===== src/design/stqs_pkg.sv =====
// shared types and constants for the streaming top-q selector
package stqs_pkg;

    localparam logic [1:0] FUNC_INSERT = 2'd0;
    localparam logic [1:0] FUNC_QUERY  = 2'd1;
    localparam logic [1:0] FUNC_CLEAR  = 2'd2;
    localparam logic [1:0] FUNC_NONE   = 2'd3;

    localparam logic CFG_KEEP   = 1'b0;
    localparam logic CFG_WINDOW = 1'b1;

    localparam logic [6:0]  KEEP_RESET   = 7'd16;
    localparam logic [7:0]  WINDOW_RESET = 8'd32;
    localparam logic [31:0] VALUE_MIN    = 32'h8000_0000;
    localparam logic [31:0] THR_RESET    = 32'hFFFF_FFFF;

    typedef struct packed {
        logic [1:0]         func;
        logic signed [31:0] value;
    } t_in;

    typedef struct packed {
        logic signed [31:0] top_value;
        logic signed [31:0] threshold;
        logic               last;
    } t_out;

    typedef struct packed {
        logic acc;
        logic sel_init;
        logic rd_lo;
        logic ld_pv;
        logic np_init;
        logic rd_im1;
        logic step;
        logic sw_hinp;
        logic sw_ra;
        logic sw_rb;
        logic sw_wa;
        logic sw_wb;
        logic part_end;
        logic em_rd;
        logic em_out;
        logic clr_wr;
    } t_cmd;

    typedef struct packed {
        logic ins_sel;
        logic i_gt_lo;
        logic x_gt_pv;
        logic p_eq_t;
        logic clr_last;
        logic em_last;
    } t_sts;

endpackage


===== src/design/stqs_ram.sv =====
// generic single write port ram with registered read
module stqs_ram #(
    parameter int WIDTH = 32,
    parameter int DEPTH = 128
) (
    input  logic                     i_clk,
    input  logic                     i_we,
    input  logic [$clog2(DEPTH)-1:0] i_waddr,
    input  logic [WIDTH-1:0]         i_wdata,
    input  logic [$clog2(DEPTH)-1:0] i_raddr,
    output logic [WIDTH-1:0]         o_rdata
);
    logic [WIDTH-1:0] r_mem [DEPTH];
    logic [WIDTH-1:0] r_rdata;

    always_ff @(posedge i_clk) begin
        if (i_we) begin
            r_mem[i_waddr] <= i_wdata;
        end
        r_rdata <= r_mem[i_raddr];
    end

    assign o_rdata = r_rdata;
endmodule


===== src/design/stqs_dp.sv =====
// datapath: store, registers, pointers and compares of the selector
module stqs_dp #(
    parameter int MAX_WINDOW = 128,
    parameter int MAX_KEEP   = 64
) (
    input  logic           i_clk,
    input  logic           i_rst_n,
    input  stqs_pkg::t_cmd i_cmd,
    input  stqs_pkg::t_in  i_in,
    input  logic           i_cfg_we,
    input  logic           i_cfg_idx,
    input  logic [7:0]     i_cfg_data,
    output stqs_pkg::t_sts o_sts,
    output stqs_pkg::t_out o_out
);
    localparam int AW = $clog2(MAX_WINDOW);
    localparam int PW = $clog2(MAX_WINDOW + 1);

    logic [6:0]         r_keep;
    logic [7:0]         r_window;
    logic signed [31:0] r_thr;
    logic [PW-1:0]      r_fill;
    logic [AW-1:0]      r_clr;
    logic [AW-1:0]      r_lo, r_hi, r_i, r_np, r_tgt, r_sa, r_sb;
    logic signed [31:0] r_pv, r_va;
    logic [6:0]         r_k;

    logic [15:0]   kq, kw;
    logic [PW-1:0] eff_w;
    logic [AW-1:0] tgt;
    logic [PW-1:0] pos;
    logic [AW-1:0] new_fill;
    logic          admit;

    logic          ram_we;
    logic [AW-1:0] ram_waddr, ram_raddr;
    logic [31:0]   ram_wdata, ram_rdata;

    // effective keep count and window
    always_comb begin
        kq = (r_keep == 7'd0) ? 16'd1 : {9'd0, r_keep};
        if (kq > 16'(MAX_KEEP)) kq = 16'(MAX_KEEP);
        if (kq > 16'(MAX_WINDOW - 1)) kq = 16'(MAX_WINDOW - 1);
        kw = (r_window < 8'd2) ? 16'd2 : {8'd0, r_window};
        if (kw > 16'(MAX_WINDOW)) kw = 16'(MAX_WINDOW);
        if (kw <= kq) kw = kq + 16'd1;
    end

    assign eff_w    = PW'(kw);
    assign tgt      = AW'(kw - kq);
    assign admit    = !(i_in.value < r_thr);
    assign pos      = (r_fill == '0 || r_fill > eff_w) ? eff_w : r_fill;
    assign new_fill = AW'(pos - PW'(1));

    always_ff @(posedge i_clk) begin
        if (!i_rst_n) begin
            r_keep   <= stqs_pkg::KEEP_RESET;
            r_window <= stqs_pkg::WINDOW_RESET;
            r_thr    <= stqs_pkg::THR_RESET;
            r_fill   <= '0;
            r_clr    <= '0;
        end else begin
            if (i_cfg_we) begin
                if (i_cfg_idx == stqs_pkg::CFG_KEEP) r_keep <= i_cfg_data[6:0];
                else r_window <= i_cfg_data;
            end
            if (i_cmd.clr_wr) r_clr <= r_clr + AW'(1);
            if (i_cmd.acc && i_in.func == stqs_pkg::FUNC_CLEAR) begin
                r_thr  <= stqs_pkg::THR_RESET;
                r_fill <= '0;
            end
            if (i_cmd.acc && i_in.func == stqs_pkg::FUNC_INSERT && admit) begin
                r_fill <= PW'(new_fill);
            end
            if (i_cmd.part_end && r_np == r_tgt) begin
                r_thr  <= r_pv;
                r_fill <= PW'(r_tgt);
            end
        end
    end

    always_ff @(posedge i_clk) begin
        if (i_cmd.sel_init) begin
            r_lo  <= '0;
            r_hi  <= AW'(kw - 16'd1);
            r_tgt <= tgt;
        end
        if (i_cmd.ld_pv) begin
            r_pv <= ram_rdata;
            r_sa <= r_lo;
            r_sb <= r_hi;
        end
        if (i_cmd.sw_rb) r_va <= ram_rdata;
        if (i_cmd.np_init) begin
            r_np <= r_hi;
            r_i  <= r_hi;
        end
        if (i_cmd.step) begin
            r_i <= r_i - AW'(1);
            if (o_sts.x_gt_pv) begin
                r_np <= r_np - AW'(1);
                r_sa <= r_i - AW'(1);
                r_sb <= r_np - AW'(1);
            end
        end
        if (i_cmd.sw_hinp) begin
            r_sa <= r_hi;
            r_sb <= r_np;
        end
        if (i_cmd.part_end) begin
            if (r_np == r_tgt) r_k <= '0;
            else if (r_np > r_tgt) r_hi <= r_np - AW'(1);
            else r_lo <= r_np + AW'(1);
        end
        if (i_cmd.em_out) r_k <= r_k + 7'd1;
    end

    // write port: clearing pass, insert, then the two halves of a swap
    always_comb begin
        ram_we    = 1'b1;
        ram_waddr = r_sb;
        ram_wdata = r_va;
        priority if (i_cmd.clr_wr) begin
            ram_waddr = r_clr;
            ram_wdata = stqs_pkg::VALUE_MIN;
        end else if (i_cmd.acc && i_in.func == stqs_pkg::FUNC_INSERT && admit) begin
            ram_waddr = new_fill;
            ram_wdata = i_in.value;
        end else if (i_cmd.sw_wa) begin
            ram_waddr = r_sa;
            ram_wdata = ram_rdata;
        end else if (i_cmd.sw_wb) begin
            ram_waddr = r_sb;
        end else begin
            ram_we = 1'b0;
        end
    end

    always_comb begin
        priority if (i_cmd.rd_lo) ram_raddr = r_lo;
        else if (i_cmd.rd_im1) ram_raddr = r_i - AW'(1);
        else if (i_cmd.sw_ra) ram_raddr = r_sa;
        else if (i_cmd.sw_rb) ram_raddr = r_sb;
        else if (i_cmd.em_rd) ram_raddr = AW'(r_tgt + AW'(r_k));
        else ram_raddr = r_lo;
    end

    stqs_ram #(
        .WIDTH(32),
        .DEPTH(MAX_WINDOW)
    ) u_store (
        .i_clk  (i_clk),
        .i_we   (ram_we),
        .i_waddr(ram_waddr),
        .i_wdata(ram_wdata),
        .i_raddr(ram_raddr),
        .o_rdata(ram_rdata)
    );

    assign o_sts.ins_sel  = admit && (new_fill == '0);
    assign o_sts.i_gt_lo  = (r_i > r_lo);
    assign o_sts.x_gt_pv  = ($signed(ram_rdata) > r_pv);
    assign o_sts.p_eq_t   = (r_np == r_tgt);
    assign o_sts.clr_last = (r_clr == AW'(MAX_WINDOW - 1));
    assign o_sts.em_last  = ((16'(r_k) + 16'd1) == kq);

    assign o_out.top_value = ram_rdata;
    assign o_out.threshold = r_thr;
    assign o_out.last      = o_sts.em_last;
endmodule


===== config.mk =====
export PLATFORM = sky130hd
export DESIGN_NAME = stqs_dp
export DESIGN_NICKNAME = d
export VERILOG_FILES = /design/src/design/stqs_pkg.sv /design/src/design/stqs_ram.sv /design/src/design/stqs_dp.sv
export SDC_FILE = /design/constraint.sdc
export NUM_CORES = 2
export LEC_CHECK = 0
export ABC_AREA = 1
export BUFFER_PORTS_ARGS = -buffer_cell sky130_fd_sc_hd__buf_2
export CAP_MARGIN = 0
export CORE_MARGIN = 8
export CORE_UTILIZATION = 60
export DETAILED_ROUTE_END_ITERATION = 10
export HOLD_SLACK_MARGIN = 0.1
export PLACE_DENSITY_LB_ADDON = 0.08
export SYNTH_ARGS = -nofsm -noshare
export SYNTH_HDL_FRONTEND = slang
export SYNTH_SLANG_ARGS = --single-unit

===== constraint.sdc =====
create_clock -name i_clk -period 15.2 [get_ports i_clk]
set_input_delay 0.76 -clock i_clk [delete_from_list [all_inputs] [get_ports i_clk]]
set_output_delay 0.76 -clock i_clk [all_outputs]
set_load 0.01 [all_outputs]

==> impl_metrics.env <==
export IMPL_status="finished clean"
export IMPL_drive_gt1_share_pct=7.56
export IMPL_root_buffer="clkbuf_16"
export IMPL_drv_cap=0
export IMPL_syn_area_um2=176000
export IMPL_grt_total_usage_pct=34.0
export IMPL_period_share_pct=48.3
export IMPL_vias_per_cell=6.32
export IMPL_syn_area_per_cell_um2=11.8
export IMPL_final_common_cell="nand2_1"
export IMPL_hpwl_um=306000
export IMPL_routedWlPerCell_um=28.6
export IMPL_p_sw_uw=11900
export IMPL_place_congestion=0.930
export IMPL_dieArea_um2=311000
export IMPL_cp_common_cell="nand2_1"
export IMPL_ctsHtreeMaxLevel=5
export IMPL_synth_nets=15115
export IMPL_numCtsBuffers=431
export IMPL_syn2layout_area_growth_pct=10.5
export IMPL_ctsResizeCount=0
export IMPL_core_area_um2=293000
export IMPL_finalMaxSlewViolations=0
export IMPL_tightest_slew_ps=1280
export IMPL_initialDrtViolationCount=19962
export IMPL_grt_pass1_vias=110429
export IMPL_hold_start="i_cmd[1]"
export IMPL_p_seq_share_pct=42.3
export IMPL_setup_violations_final=0
export IMPL_fill_cells=21431
export IMPL_synth_async_reset_ratio_pct=0
export IMPL_crit_arrival_ps=7890
export IMPL_slowest_stage="nor2_4"
export IMPL_finalNonFillerCells=19012
export IMPL_fp_row_count=199
export IMPL_leakagePower_uw=0.0694
export IMPL_die_w_um=558
export IMPL_dr_pass1_iters=8
export IMPL_cp_start_kind="flop"
export IMPL_cp_max_fo=32
export IMPL_antenna_found_initial=18
export IMPL_clock_sinks=4309
export IMPL_placedCellCount=18211
export IMPL_path_clk_slew_ps=60
export IMPL_synthCells=14939
export IMPL_nets=14905
export IMPL_ff2ff_path_depth=31
export IMPL_cellPowerDensity_nw_per_um2=173
export IMPL_io_pins=133
export IMPL_pwr_share_comb_pct=26.7
export IMPL_fin_setup_tns_ps=0
export IMPL_initial_core_util_pct=60.1
export IMPL_clk_latency_ps=970
export IMPL_clock_power_share_pct=30.9
export IMPL_min_period_ps=7330
export IMPL_switching_share_pct=35.3
export IMPL_post_cts_setup_buffers=0
export IMPL_dieHeight_um=558
export IMPL_hold_slack_ps=161
export IMPL_cpPeakStageDelay_ps=1000
export IMPL_ff2ff_setup_slack_ps=7870
export IMPL_vias=120154
export IMPL_fmax_mhz=136
export IMPL_yosys_register_bits=4309
export IMPL_skew_ps=60.9
export IMPL_grt_overflow=0
export IMPL_power_internal_uw=21800
export IMPL_drc_errors=0
export IMPL_cts_tree="yes"
export IMPL_ys_seq_area_share_pct=72.8
export IMPL_place_ws_ps=7850
export IMPL_hp_class="input port to flop"
export IMPL_grt_max_degree=197
export IMPL_cts_buffer_depth=4
export IMPL_r2r_start="r_window[7]"
export IMPL_setup_worst_path_end_class="flop"
export IMPL_slew_headroom_pct=14.5
export IMPL_portBuffers=132
export IMPL_synthFlopType="edfxtp_1"
export IMPL_criticalPathCategory="flop to flop"
export IMPL_critical_path_required_ps=15750
export IMPL_vdd_ir_drop_max_v=0.000147
export IMPL_drtAntennaViolNets=0
export IMPL_r2r_end="u_store.r_mem[58][20]"
export IMPL_yosysUniqueCellTypes=53
export IMPL_synth_edf_count=4181
export IMPL_worstHoldEndpoint="r_k[1]"
export IMPL_grt_pass1_wl_um=771000
export IMPL_setup_slack_ps=7870
export IMPL_cts_hold_buf=4
export IMPL_hold_viol_final=0
export IMPL_drt_wl_total_um=543000
export IMPL_layout_common_cells="4521 x nand2_1, 4181 x edfxtp_1, 4107 x nand3_1, 441 x clkbuf_16, 222 x inv_1"
export IMPL_yosys_warnings=0
export IMPL_rsz0062_at_grt="no"
export IMPL_min_delay_path_depth=3
==> sequential cells by signal, indices dropped and copies added (netlist names), 8 cells and up <==
signal,count
u_store.o_rdata,32
r_window,8
r_va,32
r_pv,32
r_thr,32
u_store.r_mem,4096
==> power groups by stage <==
stage	Combinational (uW)	Clock, uW	Sequential, uW
after floorplan	4920	0	14500
after global placement	8610	0	14500
after detailed placement	8710	0	14500
after CTS	8750	10500	14200
after global routing	9480	10900	14300
final	9010	10400	14300
==> Yosys cell counts (all sizes together) (8+ instances only) <==
cell type	count	area share (%)
a21oi	93	0.27
a31oi	38	0.14
buf	632	1.8
clkbuf	333	0.71
dfxtp	128	1.5
edfxtp	4181	71
ha	112	0.80
inv	235	0.50
nand2	4550	9.7
nand3	4116	12
nand4	27	0.10
nor2	195	0.43
nor3	38	0.13
o211ai	10	0.043
o21ai	141	0.40
o22ai	35	0.12
xnor2	8	0.040
xor2	30	0.15
==> stage by stage <==
step                      power [uW]  area [um2]  utilization, %
after floorplan                19400      176000               -
after detailed placement       23200      181000            61.7
after global placement         23100      181000            61.7
after CTS                      33500      194000            66.4
final                          33700      194000            66.4
after global routing           34700      194000            66.4
==> worst max-delay path, delay by kind of cell, from the launching register on <==
kind | cells | cell delay, ps
AND/OR/NAND/NOR | 24 | 5070
buffers and inverters | 4 | 440
flip-flops | 1 | 610
adder cells (fa/ha/maj) | 3 | 760
==> final cells by class <==
cell class	count	area [um2]	area share [%]
diodes	7	17.5	0.00901
clock buffers	551	11500	5.94
clock inverters	239	2190	1.13
inverters	237	917	0.472
multi-input cells	9428	44200	22.7
flip-flops and latches	4309	128000	65.9
well taps	3919	4900	2.52
repair buffers	322	2580	1.33
==> routing by layer <==
metal	global-route usage (%)	part of all wire (%)	vias up	wire (um)
met5	0	0.012	-	67
met4	11.8	4.1	10	22000
met3	9.26	14	900	75200
met2	48.6	43	7658	232000
met1	50.7	39	58820	214000
li1	-	-	52766	-
==> worst max-delay path by stage <==
stage	from	end	slack [ps]	cells past startpoint
2_1_floorplan	i_in[31]	u_store.r_mem[0][31]	3090	12
3_3_place_gp	r_window[7]	u_store.r_mem[58][17]	7780	31
3_5_place_dp	r_window[7]	u_store.r_mem[58][17]	7850	31
4_1_cts	r_window[7]	u_store.r_mem[58][22]	7830	31
5_1_grt	r_window[7]	u_store.r_mem[58][28]	7320	31
6_report	r_window[7]	u_store.r_mem[58][20]	7870	31
==> cell families (layout without fill, tap and decap cells) <==
group	after synthesis	count (layout)	synth area share [%]
other	0	7	0
adder cells (fa/ha/maj)	114	114	0.819
buffers and inverters	1202	1349	2.97
XOR/XNOR	38	38	0.189
flip-flops	4309	4309	72.8
AND/OR/NAND/NOR	8939	8939	22.2
AO/OA/AOI/OAI	337	337	1.07
Note: power is estimated with default switching activity, not from simulation.
