==> config.mk <==
export PLATFORM = sky130hd
export DESIGN_NAME = stqs_ctrl
export DESIGN_NICKNAME = d
export VERILOG_FILES = /design/src/design/stqs_pkg.sv /design/src/design/stqs_ctrl.sv
export SDC_FILE = /design/constraint.sdc
export NUM_CORES = 1
export LEC_CHECK = 0
export ABC_AREA = 1
export BUFFER_PORTS_ARGS = -buffer_cell sky130_fd_sc_hd__buf_2
export CORE_MARGIN = 2
export CORE_UTILIZATION = 44
export CTS_CLUSTER_SIZE = 8
export DETAILED_ROUTE_END_ITERATION = 7
export PLACE_DENSITY = 0.76
export SLEW_MARGIN = 40
export SYNTH_ARGS = -nofsm -noshare
export SYNTH_HDL_FRONTEND = slang
export SYNTH_SLANG_ARGS = --single-unit
export TNS_END_PERCENT = 30
==> constraint.sdc <==
create_clock -name i_clk -period 1.5 [get_ports i_clk]
set_clock_uncertainty 0.2 [all_clocks]
set_input_delay 0.45 -clock i_clk [delete_from_list [all_inputs] [get_ports i_clk]]
set_output_delay 0.45 -clock i_clk [all_outputs]
set_load 0.01 [all_outputs]
==> src/design/stqs_pkg.sv <==
// shared types and constants for the streaming top-q selector
package stqs_pkg;

    localparam logic [1:0] FUNC_INSERT = 2'd0;
    localparam logic [1:0] FUNC_QUERY  = 2'd1;
    localparam logic [1:0] FUNC_CLEAR  = 2'd2;
    localparam logic [1:0] FUNC_NONE   = 2'd3;

    localparam logic CFG_KEEP   = 1'b0;
    localparam logic CFG_WINDOW = 1'b1;

    localparam logic [6:0]  KEEP_RESET   = 7'd16;
    localparam logic [7:0]  WINDOW_RESET = 8'd32;
    localparam logic [31:0] VALUE_MIN    = 32'h8000_0000;
    localparam logic [31:0] THR_RESET    = 32'hFFFF_FFFF;

    typedef struct packed {
        logic [1:0]         func;
        logic signed [31:0] value;
    } t_in;

    typedef struct packed {
        logic signed [31:0] top_value;
        logic signed [31:0] threshold;
        logic               last;
    } t_out;

    typedef struct packed {
        logic acc;
        logic sel_init;
        logic rd_lo;
        logic ld_pv;
        logic np_init;
        logic rd_im1;
        logic step;
        logic sw_hinp;
        logic sw_ra;
        logic sw_rb;
        logic sw_wa;
        logic sw_wb;
        logic part_end;
        logic em_rd;
        logic em_out;
        logic clr_wr;
    } t_cmd;

    typedef struct packed {
        logic ins_sel;
        logic i_gt_lo;
        logic x_gt_pv;
        logic p_eq_t;
        logic clr_last;
        logic em_last;
    } t_sts;

endpackage

==> src/design/stqs_ctrl.sv <==
// controller state machine for the streaming top-q selector
module stqs_ctrl (
    input  logic          i_clk,
    input  logic          i_rst_n,
    input  logic          i_start,
    input  logic [1:0]    i_func,
    input  stqs_pkg::t_sts i_sts,
    output stqs_pkg::t_cmd o_cmd,
    output logic          o_busy
);
    localparam logic [3:0] S_IDLE = 4'd0;
    localparam logic [3:0] S_CLR  = 4'd1;
    localparam logic [3:0] S_P0   = 4'd2;
    localparam logic [3:0] S_P1   = 4'd3;
    localparam logic [3:0] S_SWA  = 4'd4;
    localparam logic [3:0] S_SWB  = 4'd5;
    localparam logic [3:0] S_SWC  = 4'd6;
    localparam logic [3:0] S_SWD  = 4'd7;
    localparam logic [3:0] S_P2   = 4'd8;
    localparam logic [3:0] S_P3   = 4'd9;
    localparam logic [3:0] S_P4   = 4'd10;
    localparam logic [3:0] S_P6   = 4'd11;
    localparam logic [3:0] S_ERD  = 4'd12;
    localparam logic [3:0] S_EOUT = 4'd13;

    logic [3:0] r_state, n_state;
    logic [3:0] r_ret, n_ret;
    logic       r_query, n_query;

    always_ff @(posedge i_clk) begin
        if (!i_rst_n) begin
            r_state <= S_CLR;
            r_ret   <= S_IDLE;
            r_query <= 1'b0;
        end else begin
            r_state <= n_state;
            r_ret   <= n_ret;
            r_query <= n_query;
        end
    end

    always_comb begin
        n_state = r_state;
        n_ret   = r_ret;
        n_query = r_query;
        o_cmd   = '0;
        unique case (r_state)
            S_IDLE: begin
                if (i_start) begin
                    o_cmd.acc = 1'b1;
                    if (i_func == stqs_pkg::FUNC_QUERY) begin
                        o_cmd.sel_init = 1'b1;
                        n_query        = 1'b1;
                        n_state        = S_P0;
                    end else if (i_func == stqs_pkg::FUNC_INSERT && i_sts.ins_sel) begin
                        o_cmd.sel_init = 1'b1;
                        n_query        = 1'b0;
                        n_state        = S_P0;
                    end
                end
            end
            S_CLR: begin
                o_cmd.clr_wr = 1'b1;
                if (i_sts.clr_last) begin
                    n_state = S_IDLE;
                end
            end
            S_P0: begin
                o_cmd.rd_lo = 1'b1;
                n_state     = S_P1;
            end
            S_P1: begin
                // pivot latched, then swap lo and hi
                o_cmd.ld_pv = 1'b1;
                n_ret       = S_P2;
                n_state     = S_SWA;
            end
            S_SWA: begin
                o_cmd.sw_ra = 1'b1;
                n_state     = S_SWB;
            end
            S_SWB: begin
                o_cmd.sw_rb = 1'b1;
                n_state     = S_SWC;
            end
            S_SWC: begin
                o_cmd.sw_wa = 1'b1;
                n_state     = S_SWD;
            end
            S_SWD: begin
                o_cmd.sw_wb = 1'b1;
                n_state     = r_ret;
            end
            S_P2: begin
                o_cmd.np_init = 1'b1;
                n_state       = S_P3;
            end
            S_P3: begin
                if (i_sts.i_gt_lo) begin
                    o_cmd.rd_im1 = 1'b1;
                    n_state      = S_P4;
                end else begin
                    o_cmd.sw_hinp = 1'b1;
                    n_ret         = S_P6;
                    n_state       = S_SWA;
                end
            end
            S_P4: begin
                o_cmd.step = 1'b1;
                if (i_sts.x_gt_pv) begin
                    n_ret   = S_P3;
                    n_state = S_SWA;
                end else begin
                    n_state = S_P3;
                end
            end
            S_P6: begin
                o_cmd.part_end = 1'b1;
                if (!i_sts.p_eq_t) begin
                    n_state = S_P0;
                end else if (r_query) begin
                    n_state = S_ERD;
                end else begin
                    n_state = S_IDLE;
                end
            end
            S_ERD: begin
                o_cmd.em_rd = 1'b1;
                n_state     = S_EOUT;
            end
            S_EOUT: begin
                o_cmd.em_out = 1'b1;
                n_state      = i_sts.em_last ? S_IDLE : S_ERD;
            end
            default: begin
                n_state = S_IDLE;
            end
        endcase
    end

    assign o_busy = (r_state != S_IDLE);
endmodule

==> run_results.csv, run 1 <==
group,metric,value,unit
logic_synthesis,synth_cell_types,15,
outcome,status,"finished with violations",
logic_synthesis,avgSynthCellArea,5.51,sq um
setup_path,critical_path_buf_inv_count,3,
sta,fin_ws,-354,ps
logic_synthesis,ys_ff_latch,8,
logic_synthesis,synthCells,107,
worst_hold_path,hp-class,"input port to register",
grt,grt_overflow_total,0,
setup_path,crit_type,"register to primary output",
clocking,path_clk_slew,60,ps
die,die_y,40.6,microns
grt,antenna_found_initial,0,
die,dieWidth,40.6,microns
logic_synthesis,synth-edff-count,0,
setup_path,crit_path_max_fanout,6,
die,ios,28,
die,core,1270,sq um
sta,min_period,1850,ps
logic_synthesis,ys_seq_area_frac,0.272,
die,num_rows,13,
setup_path,crit_top_cell,"inv_2",
sta,finalCritPeriodShare,1.24,
grt,grt_max_degree,7,
finish,fin_nets,176,
route,drtIter0Drc,30,
finish,drive_above_1_share,0.577,
setup_path,cp.required,850,ps
clocking,root_buffer,"clkbuf_4",
logic_synthesis,netlist_area,589,sq um
sta,rsz0062_at_grt,"true",
outcome,violations,"negative setup slack",
logic_synthesis,synth_area_leaders,"dfxtp_1, nor2_1, nand2_1",
place,dp_slack,-262,ps
logic_synthesis,synthesis.nets,118,
setup_path,endpoint_kind,"primary output",
clocking,clockBufferDepth,2,
sta,tns,-5410,ps
grt,gr-usage-all-layers,0.331,
power_and_ir_drop,leakage,0.626,nW
finish,final_cells,178,
logic_synthesis,synth_top_flop_cell,"dfxtp_1",
logic_synthesis,netlist.area_leader.share,0.272,
setup_path,crit_family,"flip-flops",
finish,area.growth.synth_to_final,91.7,%
route,drt_first_pass_iters,4,
place,dpl.hpwl,1510,microns
sta,setup_violations,22,
clocking,clock_sinks,8,
route,avgViaCountPerCell,5.31,
grt,grt_pass1_vias,795,
run,maxCapViolations,0,
setup_path,critPathSlowestCell,"dfxtp_4",
route,ant_nets,0,
power_and_ir_drop,power_density,689,nW/um^2
sta,hold_viol_final,0,
place,place_congestion,0.916,
grt,grt_first_pass_wirelength,3480,microns
route,drcViolationCount,0,
setup_path,start_kind,"register",
sta,slew_headroom,0.746,
die,dieArea,1650,sq um
finish,antenna_cells,0,
logic_synthesis,yosysWarnings,0,
clocking,cts_tree,"built",
route,postRouteWirelength,2680,microns
clocking,cts_buffers,3,
clocking,cts_htree_levels,1,
sta,clock.fmax,539,MHz
setup_path,slowest_delay,420,ps
sta,worst_pin_slew,379,ps
route,wl_per_cell,15.0,microns
route,vias,946,
power_and_ir_drop,peakVddDrop,684,uV
logic_synthesis,synthMostInstantiatedCell,"nor2_1",
clocking,clkLatencyLatePin,260,ps
die,initial_core_util,0.464,
place,placed_cells,170,
setup_path,crit_chain,"inv_2, nor2_4, nand2_2, inv_2, buf_6",
clocking,hold_buffers,0,
sta,hold_ws,214,ps
logic_synthesis,synth_largest_area_cell,"dfxtp_1",
sta,slew_viol_final,0,
logic_synthesis,synthArstFlopShare,0,
logic_synthesis,synth_commonest_cells,"nor2_1, nand2_1, inv_1, dfxtp_1, nand3_1",
place,io_buffers,27,
setup_path,arrival,1200,ps
==> what timing repair did <==
item	CTS	global route
gates resized for setup	40	10
setup buffers	3	2
setup endpoints to repair	24	23
pin swaps	11	7
==> placed cells by master (no fill, tap or decap) <==
cell,count
inv_2,8
nor3_4,1
nand2_4,3
a21oi_1,4
nand2_2,7
inv_1,14
dfxtp_4,4
a211oi_1,1
nor2_4,9
o21ai_0,3
o21ai_1,1
nor3_1,3
clkbuf_4,3
nand3_2,2
buf_2,21
nand2_1,17
inv_4,1
dfxtp_1,4
buf_4,24
nor2_1,18
buf_6,8
o22ai_1,1
nor2_2,3
nand3_1,3
==> area by class of cell <==
cell class | count | area, sq um
inverter | 23 | 88.8
fill | 60 | 139
tap | 15 | 18.8
timing repair buffer | 53 | 375
multi-input combinational | 76 | 449
clock buffer | 3 | 22.5
sequential | 8 | 175
==> kinds of logic after synthesis <==
kind of cell | after synthesis | share of synthesized area
compound gates | 10 | 0.0913
simple gates | 66 | 0.490
buf+inv | 23 | 0.146
flops | 8 | 0.272
==> sequential cells by signal, summed over array words and instances, names as in the netlist <==
register and count:
r_query 1, r_ret 3, r_state 4
==> worst paths after layout <==
kind                      to  slack, ps  startpoint  cells past startpoint
setup / recovery    o_cmd[9]       -350  r_state[1]                      5
hold reg to reg     r_ret[3]        260    r_ret[3]                      2
setup reg to reg  r_state[2]       -110  r_state[1]                      8
hold / removal    r_state[0]        210     i_rst_n                      2
==> where the power goes <==
part | total, mW | switching, mW | internal, mW
combinational | 0.345 | 0.193 | 0.152
sequential | 0.263 | 0.0298 | 0.233
clock | 0.170 | 0.0784 | 0.0919
total | 0.778 | 0.301 | 0.477
==> routing by layer <==
| metal | global-route usage | vias up | wire length (microns) |
|---|---|---|---|
| li1 | - | 442 | - |
| met1 | 0.352 | 442 | 975 |
| met2 | 0.615 | 52 | 1450 |
| met3 | 0.0667 | 10 | 200 |
| met4 | 0.142 | 0 | 51 |
| met5 | 0 | - | 0 |
==> per-stage QoR <==
stage / power [mW] / cell area (sq um) / util
finish: 0.778 / 1130 / 0.891
global route: 0.818 / 1130 / 0.891
CTS: 0.735 / 1090 / 0.858
detailed placement: 0.514 / 915 / 0.721
global placement: 0.506 / 915 / 0.721
floorplan: 0.390 / 603 / -
No activity file was read; power rests on OpenSTA's default activity.
==> inputs of run 2 (changes only) <==
- GPL_TIMING_DRIVEN: unset -> 0
==> run 2 against run 1 <==
Against the previous run: the run still ends with negative setup slack left; sequential power is essentially flat; non-clock buffer count shrank 10; fmax shrank 2.6%; flip-flop and latch count is the same; worst hold slack gained 2.9 ps; critical path type unchanged; largest power group unchanged.
==> run_results.csv, run 2 (synthesis results as in run 1) <==
group,metric,value,unit
die,initial_core_util,0.464,
place,place_congestion,0.881,
setup_path,critPathSlowestCell,"dfxtp_4",
sta,setup_violations,20,
power_and_ir_drop,peakVddDrop,713,uV
finish,nFillCells,88,
finish,fin_nets,166,
place,dp_slack,-254,ps
setup_path,cp.required,850,ps
clocking,clock_sinks,8,
finish,top_register,"r_state",
clocking,cts_buffers,3,
clocking,cts_tree,"built",
setup_path,start_kind,"register",
die,dieArea,1650,sq um
route,postRouteWirelength,2410,microns
finish,largest_register_ffs,4,
sta,clock.fmax,525,MHz
sta,rsz0062_at_grt,"true",
sta,worst_pin_slew,387,ps
setup_path,arrival,1250,ps
place,placed_cells,149,
grt,grt_first_pass_wirelength,2680,microns
finish,antenna_cells,0,
route,wl_per_cell,14.4,microns
sta,fin_ws,-404,ps
grt,grt_pass1_vias,675,
finish,final_area,1020,sq um
grt,gr-usage-all-layers,0.245,
outcome,violations,"negative setup slack",
clocking,hold_buffers,0,
route,vias,893,
finish,regArea,175,sq um
clocking,cts_htree_levels,1,
clocking,path_clk_slew,50,ps
power_and_ir_drop,p_total,751,uW
setup_path,crit_path_max_fanout,6,
sta,finalCritPeriodShare,1.27,
setup_path,slowest_delay,370,ps
sta,min_period,1900,ps
route,drcViolationCount,0,
die,core,1270,sq um
finish,final_cells,168,
worst_hold_path,hp-class,"input port to register",
clocking,clkLatencyLatePin,260,ps
route,avgViaCountPerCell,5.32,
route,drtIter0Drc,48,
setup_path,endpoint_kind,"primary output",
finish,multi_input_area,422,sq um
finish,reg.largest.list,"r_state: 4 flops, r_ret: 3 flops, r_query: 1 flops",
finish,final_util,0.808,
die,ios,28,
grt,grt_overflow_total,0,
power_and_ir_drop,leakage,0.578,nW
place,io_buffers,27,
power_and_ir_drop,power_density,733,nW/um^2
clocking,clockBufferDepth,2,
die,num_rows,13,
setup_path,crit_chain,"buf_6, nor2_4, nand2_4, nor3_4, buf_2",
sta,slew_headroom,0.741,
place,placed_cell_area,757,sq um
finish,final_common_cell,"buf_2",
finish,drive_above_1_share,0.503,
setup_path,crit_type,"register to primary output",
place,dpl.hpwl,1210,microns
sta,hold_viol_final,0,
route,drt_first_pass_iters,4,
finish,mostFrequentLayoutCells,"buf_2, nor2_1, nand2_1",
die,die_y,40.6,microns
grt,antenna_found_initial,0,
sta,slew_viol_final,0,
outcome,status,"finished with violations",
die,dieWidth,40.6,microns
run,maxCapViolations,0,
finish,area.growth.synth_to_final,73.9,%
grt,grt_max_degree,7,
clocking,root_buffer,"clkbuf_4",
route,ant_nets,0,
==> run 2: changes by cell type in the layout (fill, tap and decap cells not counted), sizes merged <==
| cell | previous run | this run |
|---|---|---|
| buf | 53 | 43 |
==> run 2: cell type report <==
class	instances	share of cell area
sequential	8	0.171
tap	15	0.0183
clock buffer	3	0.0220
inverter	23	0.0867
multi-input combinational	76	0.411
timing repair buffer	43	0.291
==> run 2: final timing paths <==
check                  start  slack (ps)          to  cells after the start
hold / removal       i_rst_n         220  r_state[0]                      2
setup / recovery  r_state[0]        -400   o_cmd[14]                      5
setup reg to reg  r_state[3]         -50  r_state[2]                     10
hold reg to reg     r_ret[3]         260    r_ret[3]                      2
==> run 2: worst max-delay path, delay by kind of cell (launching register included) <==
kind	cells	cell delay, ps
buffers and inverters	2	280
AND/OR/NAND/NOR	3	360
flip-flops	1	370
==> run 2: power by group <==
| group | total, mW | internal [mW] | switching (mW) |
|---|---|---|---|
| Combinational | 0.316 | 0.137 | 0.179 |
| Clock | 0.173 | 0.0920 | 0.0810 |
| Sequential | 0.262 | 0.233 | 0.0291 |
| Total | 0.751 | 0.462 | 0.289 |
==> run 2: metrics by stage <==
stage	TNS (ps)	hold WS, ps
floorplan	-13.2	236
global placement	-1060	249
detailed placement	-1230	253
CTS	-4800	213
global route	-6700	225
finish	-5830	217
==> run 2: routing by layer <==
metal	up-vias	global-route usage	wire length, microns
li1	417	-	-
met3	14	0.0500	164
met5	-	0	0
met2	59	0.413	1230
met4	0	0.125	80
met1	403	0.288	935
==> run 2: timing repair <==
item,CTS,global route
setup buffers,8,8
resized for setup,15,26
setup endpoints to repair,17,23
pin swaps,9,7
